<file path="src/sv/mvr_fifo.sv">
// Short register queue between the front and back of the core.
// Depends on nothing but its parameters.
module mvr_fifo #(
  parameter int WIDTH = 8,
  parameter int DEPTH = 4
) (
  input  logic             clk,
  input  logic             rst,
  input  logic             push_valid,
  output logic             push_ready,
  input  logic [WIDTH-1:0] push_data,
  output logic             pop_valid,
  input  logic             pop_ready,
  output logic [WIDTH-1:0] pop_data
);

  localparam int PW = (DEPTH > 1) ? $clog2(DEPTH) : 1;
  localparam int CW = $clog2(DEPTH + 1);

  logic [WIDTH-1:0] slots [DEPTH];
  logic [PW-1:0]    wr_ptr;
  logic [PW-1:0]    rd_ptr;
  logic [CW-1:0]    count;
  logic             push;
  logic             pop;

  assign push_ready = (count != CW'(DEPTH));
  assign pop_valid  = (count != '0);
  assign pop_data   = slots[rd_ptr];
  assign push       = push_valid && push_ready;
  assign pop        = pop_valid && pop_ready;

  // Pointers and fill count
  always_ff @(posedge clk) begin
    if (rst) begin
      wr_ptr <= '0;
      rd_ptr <= '0;
      count  <= '0;
    end else begin
      if (push) begin
        wr_ptr <= (wr_ptr == PW'(DEPTH - 1)) ? '0 : wr_ptr + 1'b1;
      end
      if (pop) begin
        rd_ptr <= (rd_ptr == PW'(DEPTH - 1)) ? '0 : rd_ptr + 1'b1;
      end
      if (push && !pop) begin
        count <= count + 1'b1;
      end else if (pop && !push) begin
        count <= count - 1'b1;
      end
    end
  end

  // Storage
  always_ff @(posedge clk) begin
    if (push) begin
      slots[wr_ptr] <= push_data;
    end
  end

endmodule

</file>
<file path="config.mk">
export PLATFORM = sky130hd
export DESIGN_NAME = mvr_fifo
export DESIGN_NICKNAME = d
export VERILOG_FILES = /design/src/sv/mvr_fifo.sv
export SDC_FILE = /design/constraint.sdc
export NUM_CORES = 1
export LEC_CHECK = 0
export BUFFER_PORTS_ARGS = -buffer_cell sky130_fd_sc_hd__buf_2
export CAP_MARGIN = 30
export CORE_ASPECT_RATIO = 0.7
export CORE_MARGIN = 5
export CORE_UTILIZATION = 46
export CTS_BUF_LIST = sky130_fd_sc_hd__clkbuf_8
export CTS_CLUSTER_SIZE = 40
export DETAILED_ROUTE_END_ITERATION = 12
export HOLD_SLACK_MARGIN = 0.05
export PLACE_DENSITY = 0.66
export SETUP_SLACK_MARGIN = 0.5
export SYNTH_ARGS = -nofsm -noshare
export SYNTH_HDL_FRONTEND = slang
export SYNTH_SLANG_ARGS = --single-unit
</file>
<file path="constraint.sdc">
create_clock -name clk -period 4.6 [get_ports clk]
set_clock_uncertainty 0.05 [all_clocks]
set_input_delay 0.23 -clock clk [delete_from_list [all_inputs] [get_ports clk]]
set_output_delay 0.23 -clock clk [all_outputs]
set_load 0.01 [all_outputs]
</file>
==> metrics.yaml, run 1 <==
hold_end: "slots[2][4]"
antenna_found_initial: 0
drcViolationCount: 0
grt_use_total: 0.122
synth_top_area_cell: "edfxtp_1"
mostFrequentLayoutCell: "edfxtp_1"
rrSetupSlack_ps: 2120
cts_resized: 0
slew_headroom: 0.603
yosys_warnings: 0
core_area_um2: 3470
layout_common_cells: "edfxtp_1 (32), buf_2 (21), dfxtp_1 (9)"
ir_drop_mv: 0.191
cp-end-kind: "flop"
path_clk_slew_ps: 80
antenna_left: 0
setup_viol: 0
portBuffers: 21
vias: 812
area_growth_pct: 14.5
path_buf_inv: 1
rsz0062_at_grt: "no"
postCtsSetupBuffers: 0
synth_area_um2: 1630
cts_root_buf: "clkbuf_8"
multi_input_comb_area_um2: 464
slew_violations: 0
grt_pass1_wl_um: 4160
final_util: 0.539
seq_area_frac_synth: 0.698
min_period_over_period: 0.540
hold_viol_final: 0
critPathKind: "flop to flop"
clk_path_buf_depth: 2
drt-initial-drc-count: 17
syn_avg_cell_area_um2: 18.2
syn-num-nets: 109
io_pins: 22
num_rows: 18
cp.required_ps: 4760
place_ws_ps: 2110
regArea_um2: 1140
final_cells: 165
path_cells: "o31ai_1 -> ha_1 -> inv_1 -> fa_1 -> xor2_1 -> or3_2 -> a21oi_1"
min_period_ps: 2480
synth_cells: 90
firstDrtPassIters: 4
ys_top_cells_by_area: "edfxtp_1 (59%), dfxtp_1 (11%), mux4_2 (11%), ha_1 (4.6%), mux2i_1 (1.8%)"
fin_ws_ps: 2120
p_leak_nw: 0.689
die_h_um: 59.9
num-nets-final: 133
synth.ff_latch_count: 41
holdCritStartpoint: "push_data[4]"
cp_data_arrival_time_ps: 2650
holdWs_ps: 104
first_global_vias: 858
postCtsHoldBufs: 0
max_clock_freq_mhz: 403
cts_tree: "built"
maxCapViolCount: 0
overflow: 0
reg2reg_depth: 7
die_area_um2: 4860
holdPathStages: 1
outcome: "complete, no violations"
fillCellCount: 309
cts_buffers: 5
wl_um: 2520
place_inst: 157
fin_tns_setup_ps: 0
startpoint_type: "flop"
r2r-end: "count[2]"
drive_gt1_frac: 0.383
dpl.hpwl_um: 1790
clock_sinks: 41
worst_slew_pin_slew_ps: 590
slowest_stage: "o31ai_1"
r2r-start: "count[1]"
htree_levels: 2
synth_top_cell_area_share: 0.588
path_delay_family: "compound AO/OA/AOI/OAI gates"
min_path_type: "input port to flop"
cpPeakStageDelay_ps: 550
synth_cell_types: 26
die_x_um: 81.2
p_per_area_nw_per_um2: 524
grt_max_degree: 14
cp_max_fo: 5
gp_congestion: 0.793
wire_per_inst_um: 15.3
start_util: 0.471
clk_latency_ps: 290
antenna_cells: 0
routed_via_density: 4.92
logic make-up after synthesis:
family	count (synthesis)	synth area share
adder cells (fa/ha/maj)	7	0.0582
flip-flops	41	0.698
buffers and inverters	7	0.0176
AND/OR/NAND/NOR	17	0.0651
XOR/XNOR	2	0.0107
AO/OA/AOI/OAI	5	0.0214
multiplexers	11	0.129
Yosys cell counts:
| master | count |
|---|---|
| a21oi_1 | 2 |
| and2_4 | 1 |
| and3_2 | 4 |
| buf_1 | 1 |
| buf_2 | 1 |
| clkbuf_1 | 1 |
| clkbuf_2 | 1 |
| dfxtp_1 | 9 |
| edfxtp_1 | 32 |
| fa_1 | 1 |
| ha_1 | 6 |
| inv_1 | 3 |
| mux2i_1 | 3 |
| mux4_2 | 8 |
| nand2_1 | 1 |
| nand2b_1 | 2 |
| nand3_1 | 1 |
| nor2_1 | 3 |
| nor3_1 | 1 |
| o21ai_0 | 1 |
| o31ai_1 | 1 |
| o31ai_2 | 1 |
| or3_1 | 1 |
| or3_2 | 2 |
| or3b_1 | 1 |
| xor2_1 | 2 |
per-stage QoR:
step	instance area [um2]	power (W)
floorplan	1630	0.000689
global placement	1780	0.000759
detailed placement	1780	0.000769
CTS	1870	0.000992
global route	1870	0.00104
finish	1870	0.000980
state kept, by name (all words and copies together), names as in the netlist, named ones only:
register and count:
count 3, wr_ptr 2, rd_ptr 2, slots 32
layout make-up:
type                       count  share of cell area
timing repair buffer          21              0.0562
tap                           50              0.0334
clock buffer                   5              0.0368
sequential                    41               0.610
inverter                       3             0.00602
multi-input combinational     42               0.248
clock inverter                 3             0.00936
layer usage:
layer,GRT usage,up-vias,routed length (um)
met1,0.162,394,1210
met4,0.0506,0,39
li1,-,394,-
met3,0.0452,5,125
met2,0.181,19,1140
met5,0,-,0
worst max path at each step:
stage / start / end / cells past startpoint
2_1_floorplan: count[0] / count[2] / 9
3_3_place_gp: count[0] / count[2] / 7
3_5_place_dp: count[0] / count[2] / 7
4_1_cts: count[0] / count[2] / 7
5_1_grt: count[0] / count[2] / 7
6_report: count[1] / count[2] / 7
power breakdown:
| part | total [W] | internal [W] | switching [W] |
|---|---|---|---|
| registers | 0.000500 | 0.000455 | 0.0000453 |
| clock network | 0.000225 | 0.000105 | 0.000120 |
| logic | 0.000255 | 0.000132 | 0.000123 |
No activity file was read; power rests on OpenSTA's default activity.
==> inputs of run 2 (changes only) <==
- clock period: 4.6 -> 2.4 ns (I/O delays scaled with it)
==> run 2 against run 1 <==
  * Maximum frequency grew 25%
  * Die area stayed put
  * Critical path depth up 1
  * Worst setup slack got worse by 1700 ps
  * Via count rose by 11%
  * Highest routed layer unchanged
  * Final area rose by 11%
  * Flip-flop and latch count stayed put
  * Sequential share of layout area down 5.3 points
==> metrics.yaml, run 2 (synthesis gave the netlist of run 1 again) <==
outcome: "complete, no violations"
cts_buffers: 5
final_util: 0.596
cp_data_arrival_time_ps: 2170
num_rows: 18
holdCritStartpoint: "push_valid"
cts_root_buf: "clkbuf_8"
cpPeakStageDelay_ps: 370
r2r-start: "count[2]"
ir_drop_mv: 0.611
maxCapViolCount: 0
antenna_left: 0
hold_viol_final: 0
top_regs: "slots: 32 flops, count: 3 flops"
firstDrtPassIters: 6
overflow: 0
multi_input_comb_area_um2: 503
die_h_um: 59.9
grt_use_total: 0.136
min_period_over_period: 0.829
grt_pass1_wl_um: 4550
slew_violations: 0
rsz0062_at_grt: "yes"
start_util: 0.471
regMostFlops: "slots"
dpl.hpwl_um: 1860
path_cells: "or3b_4 -> and2_4 -> ha_4 -> inv_2 -> fa_2 -> xor2_1 -> or3_4 -> a21oi_2"
regArea_um2: 1150
htree_levels: 2
critPathKind: "flop to flop"
min_path_type: "input port to flop"
largest_reg_flops: 32
area_growth_pct: 26.6
vias: 904
cp.required_ps: 2580
drt-initial-drc-count: 61
p_per_area_nw_per_um2: 1040
min_period_ps: 1990
fillCellCount: 291
antenna_found_initial: 0
die_area_um2: 4860
startpoint: "count[2]"
die_x_um: 81.2
num-nets-final: 147
drive_gt1_frac: 0.457
startpoint_type: "flop"
clock_sinks: 41
worst_slew_pin_slew_ps: 410
mostFrequentLayoutCell: "edfxtp_1"
path_buf_inv: 1
grt_max_degree: 14
slew_headroom: 0.726
drcViolationCount: 0
path_clk_slew_ps: 80
wl_um: 2860
slowest_stage: "dfxtp_4"
first_global_vias: 959
wire_per_inst_um: 16.0
cp-end-kind: "flop"
p_leak_nw: 0.769
fin_tns_setup_ps: 0
max_clock_freq_mhz: 503
routed_via_density: 5.05
io_pins: 22
layout_common_cells: "edfxtp_1 (32), buf_2 (21), dlygate4sd3_1 (9)"
clk_path_buf_depth: 2
path_delay_family: "simple AND/OR/NAND/NOR gates"
core_area_um2: 3470
gp_congestion: 0.844
portBuffers: 21
setup_viol: 0
cts_tree: "built"
clk_latency_ps: 290
antenna_cells: 0
cp_max_fo: 5
==> run 2: final cells by class <==
cell class	count	share of cell area
sequential	41	0.557
clock inverter	3	0.0188
clock buffer	5	0.0333
inverter	3	0.00544
tap	50	0.0302
multi-input combinational	42	0.243
timing repair buffer	35	0.113
==> run 2: report_power, final <==
group          leakage (nW)  switching [W]  internal (W)
clock network        0.0593       0.000235      0.000304
registers             0.369      0.0000971      0.000885
logic                 0.340       0.000277      0.000351
total                 0.769       0.000609       0.00154
==> run 2: worst reg2reg max path, cell delays in order, from the launching register on <==
cell,delay (ps)
dfxtp_4,370
or3b_4,240
and2_4,150
ha_4,130
inv_2,40
fa_2,350
xor2_1,160
or3_4,330
a21oi_2,110
==> run 2: final timing paths <==
check / end / slack (ps) / cells after the start
worst min register to register: wr_ptr[1] / 460 / 2
worst max-delay path: count[2] / 410 / 8
worst min-delay path: wr_ptr[0] / 80 / 3
worst max register to register: count[2] / 410 / 8
==> run 2: what timing repair did <==
action	CTS	global route
setup buffers	5	0
pin swaps	3	0
setup endpoints to repair	10	2
resized for setup	5	0
endpoints found under the hold margin	33	0
gates cloned	0	0
hold buffers	9	0
==> run 2: layer usage <==
| layer | up-vias | wire length (um) | GRT usage | part of all wire |
|---|---|---|---|---|
| li1 | 420 | - | - | - |
| met1 | 458 | 1240 | 0.161 | 0.43 |
| met2 | 21 | 1420 | 0.219 | 0.49 |
| met3 | 5 | 157 | 0.0663 | 0.055 |
| met4 | 0 | 51 | 0.0434 | 0.018 |
| met5 | - | 0 | 0 | 0 |
==> run 2: metrics by stage <==
step / setup WS, ps / area, um2 / hold WS [ps] / cells / power (W)
floorplan: 372 / 1670 / 169 / 90 / 0.00138
global placement: 353 / 1810 / 282 / 157 / 0.00152
global route: 348 / 2070 / 80.5 / 179 / 0.00227
detailed placement: 262 / 1810 / 293 / 157 / 0.00154
finish: 410 / 2070 / 84.4 / 179 / 0.00215
CTS: 421 / 2070 / 65.7 / 179 / 0.00216
==> inputs of run 3 (changes only) <==
- ABC_AREA: not set -> 1
- clock period: 2.4 -> 1.9 ns (I/O delays scaled with it)
==> run 3 against run 2 <==
  * Non-clock buffer count up 11
  * Critical path depth increased by 3
  * Final cell count up 38%
  * Flip-flop and latch count is the same
  * Critical endpoint unchanged
  * Sequential power is 28% higher
  * Area after synthesis is 3.8% higher
  * Largest power group unchanged
  * Maximum frequency rose by 16%
==> metrics.yaml, run 3 <==
num_rows: 18
cts_tree: "built"
firstDrtPassIters: 4
vias: 1181
final_cell_area_um2: 2280
outcome: "complete, no violations"
fin_tns_setup_ps: 0
overflow: 0
syn-num-nets: 164
cp-end-kind: "flop"
cp_common_cell: "nand2_4"
area_growth_pct: 34.7
cp-endpoint: "count[2]"
num-nets-final: 215
antenna_found_initial: 0
ys_top_cells_by_area: "edfxtp_1 (57%), dfxtp_1 (11%), nor2_1 (7.1%), ha_1 (4.4%), o21ai_0 (3.8%)"
fillCellCount: 276
io_pins: 22
htree_levels: 2
holdWs_ps: 59.4
slew_headroom: 0.869
synth_top_area_cell: "edfxtp_1"
power_w: 0.00309
synth_top_cell_area_share: 0.566
portBuffers: 21
layout_common_cells: "edfxtp_1 (32), nor2_1 (31), buf_2 (21)"
drive_gt1_frac: 0.376
critPathKind: "flop to flop"
synth_cell_types: 20
maxCapViolCount: 0
slew_violations: 0
rsz0062_at_grt: "yes"
synth_area_um2: 1700
yosys_warnings: 0
p_per_area_nw_per_um2: 1350
gp_congestion: 0.704
path_clk_slew_ps: 80
synth_edf_count: 32
ys.flop_type: "edfxtp_1"
r2r-start: "count[0]"
final_cells: 247
cts_buffers: 5
core_area_um2: 3540
startpoint: "count[0]"
path_delay_family: "simple AND/OR/NAND/NOR gates"
hold_viol_final: 0
die_area_um2: 5020
seq_area_frac_synth: 0.673
mostFrequentLayoutCell: "edfxtp_1"
async_reset_ff_frac: 0
cp.required_ps: 2080
cpPeakStageDelay_ps: 380
min_path_type: "input port to flop"
cp_data_arrival_time_ps: 1890
antenna_cells: 0
worst_slew_pin_slew_ps: 194
max_clock_freq_mhz: 585
grt_pass1_wl_um: 5570
rrSetupSlack_ps: 190
start_util: 0.480
worstSetupPathDepth: 11
clock_sinks: 41
synth.ff_latch_count: 41
path_buf_inv: 2
largest_reg_flops: 32
ir_drop_mv: 0.747
startpoint_type: "flop"
setup_viol: 0
regMostFlops: "slots"
syn_avg_cell_area_um2: 11.7
dpl.hpwl_um: 2250
cts_root_buf: "clkbuf_8"
routed_via_density: 4.78
min_period_ps: 1710
synth_cells: 145
clk_path_buf_depth: 2
die_x_um: 82.6
top_regs: "slots: 32 flops, count: 3 flops"
die_h_um: 60.8
wl_um: 3420
clk_latency_ps: 290
placed_area_um2: 1920
drt-initial-drc-count: 83
cp_max_fo: 3
slowest_stage: "fa_2"
antenna_left: 0
min_period_over_period: 0.900
wire_per_inst_um: 13.8
p_leak_nw: 0.926
path_cells: "nor2_4 -> nand2_4 -> nand2_4 -> ha_4 -> inv_2 -> fa_2 -> nand2_2 -> nand3_1 -> nand2_1 -> inv_1 -> nor2_1"
grt_use_total: 0.159
r2r-end: "count[2]"
place_inst: 219
synth_commonest_cells: "edfxtp_1 (32), nor2_1 (32), inv_1 (15), o21ai_0 (13), nand2_1 (11)"
first_global_vias: 1188
reg2reg_depth: 11
grt_max_degree: 17
drcViolationCount: 0
run 3: changes by cell type after synthesis, moves of 4 or more:
cell | previous run | this run
o22ai_1 | 0 | 8
and3_2 | 4 | 0
nand2_1 | 1 | 11
nor2_1 | 3 | 32
o21ai_0 | 1 | 13
mux4_2 | 8 | 0
inv_1 | 3 | 15
run 3: metrics by stage:
step	setup slack (ps)	util
CTS	226	0.626
global placement	168	0.542
finish	190	0.646
floorplan	231	-
detailed placement	143	0.542
global route	126	0.646
run 3: how the worst min path moves through the flow:
stage | start | end | slack [ps] | depth (start not counted)
3_5_place_dp | rst | count[0] | 210 | 2
2_1_floorplan | rst | count[0] | 110 | 1
3_3_place_gp | rst | count[0] | 210 | 2
4_1_cts | push_valid | wr_ptr[1] | 50 | 3
6_report | push_valid | wr_ptr[1] | 60 | 3
5_1_grt | push_valid | wr_ptr[1] | 70 | 3
run 3: cells by family (layout without fill, tap and decap cells):
group / after synthesis / count (layout) / synth area share
fa+ha+maj: 7 / 7 / 0.0560
flops: 41 / 41 / 0.673
simple gates: 51 / 51 / 0.125
buf+inv: 18 / 70 / 0.0487
compound gates: 27 / 27 / 0.0922
xor+xnor: 1 / 1 / 0.00516
run 3: cell type report:
| class | count | area [um2] | area share |
|---|---|---|---|
| clock inverter | 3 | 38.8 | 0.0170 |
| sequential | 41 | 1160 | 0.506 |
| timing repair buffer | 46 | 330 | 0.145 |
| inverter | 16 | 70.1 | 0.0307 |
| multi-input combinational | 86 | 558 | 0.244 |
| tap | 50 | 62.6 | 0.0274 |
| clock buffer | 5 | 68.8 | 0.0301 |
run 3: routing by layer:
layer	routed length (um)	GRT usage	share of wire
met3	163	0.0668	0.048
met1	1540	0.192	0.45
met2	1670	0.258	0.49
met5	0	0	0
met4	42	0.0583	0.012
run 3: what timing repair did:
action	CTS	global route
cloned	1	0
hold buffers	9	0
endpoints found under the hold margin	33	0
buffers inserted	7	3
resized for setup	17	21
pin swaps	7	22
setup endpoints to repair	10	10
run 3: tightest hold or removal path: cells and delay by family:
family | cells | cell delay, ps
buf+inv | 1 | 120
simple gates | 1 | 80
compound gates | 1 | 70
run 3: report_power, final:
group | total, W | internal (W) | switching, W
combinational | 0.00116 | 0.000534 | 0.000628
sequential | 0.00126 | 0.00113 | 0.000128
clock | 0.000670 | 0.000384 | 0.000286
total | 0.00309 | 0.00205 | 0.00104
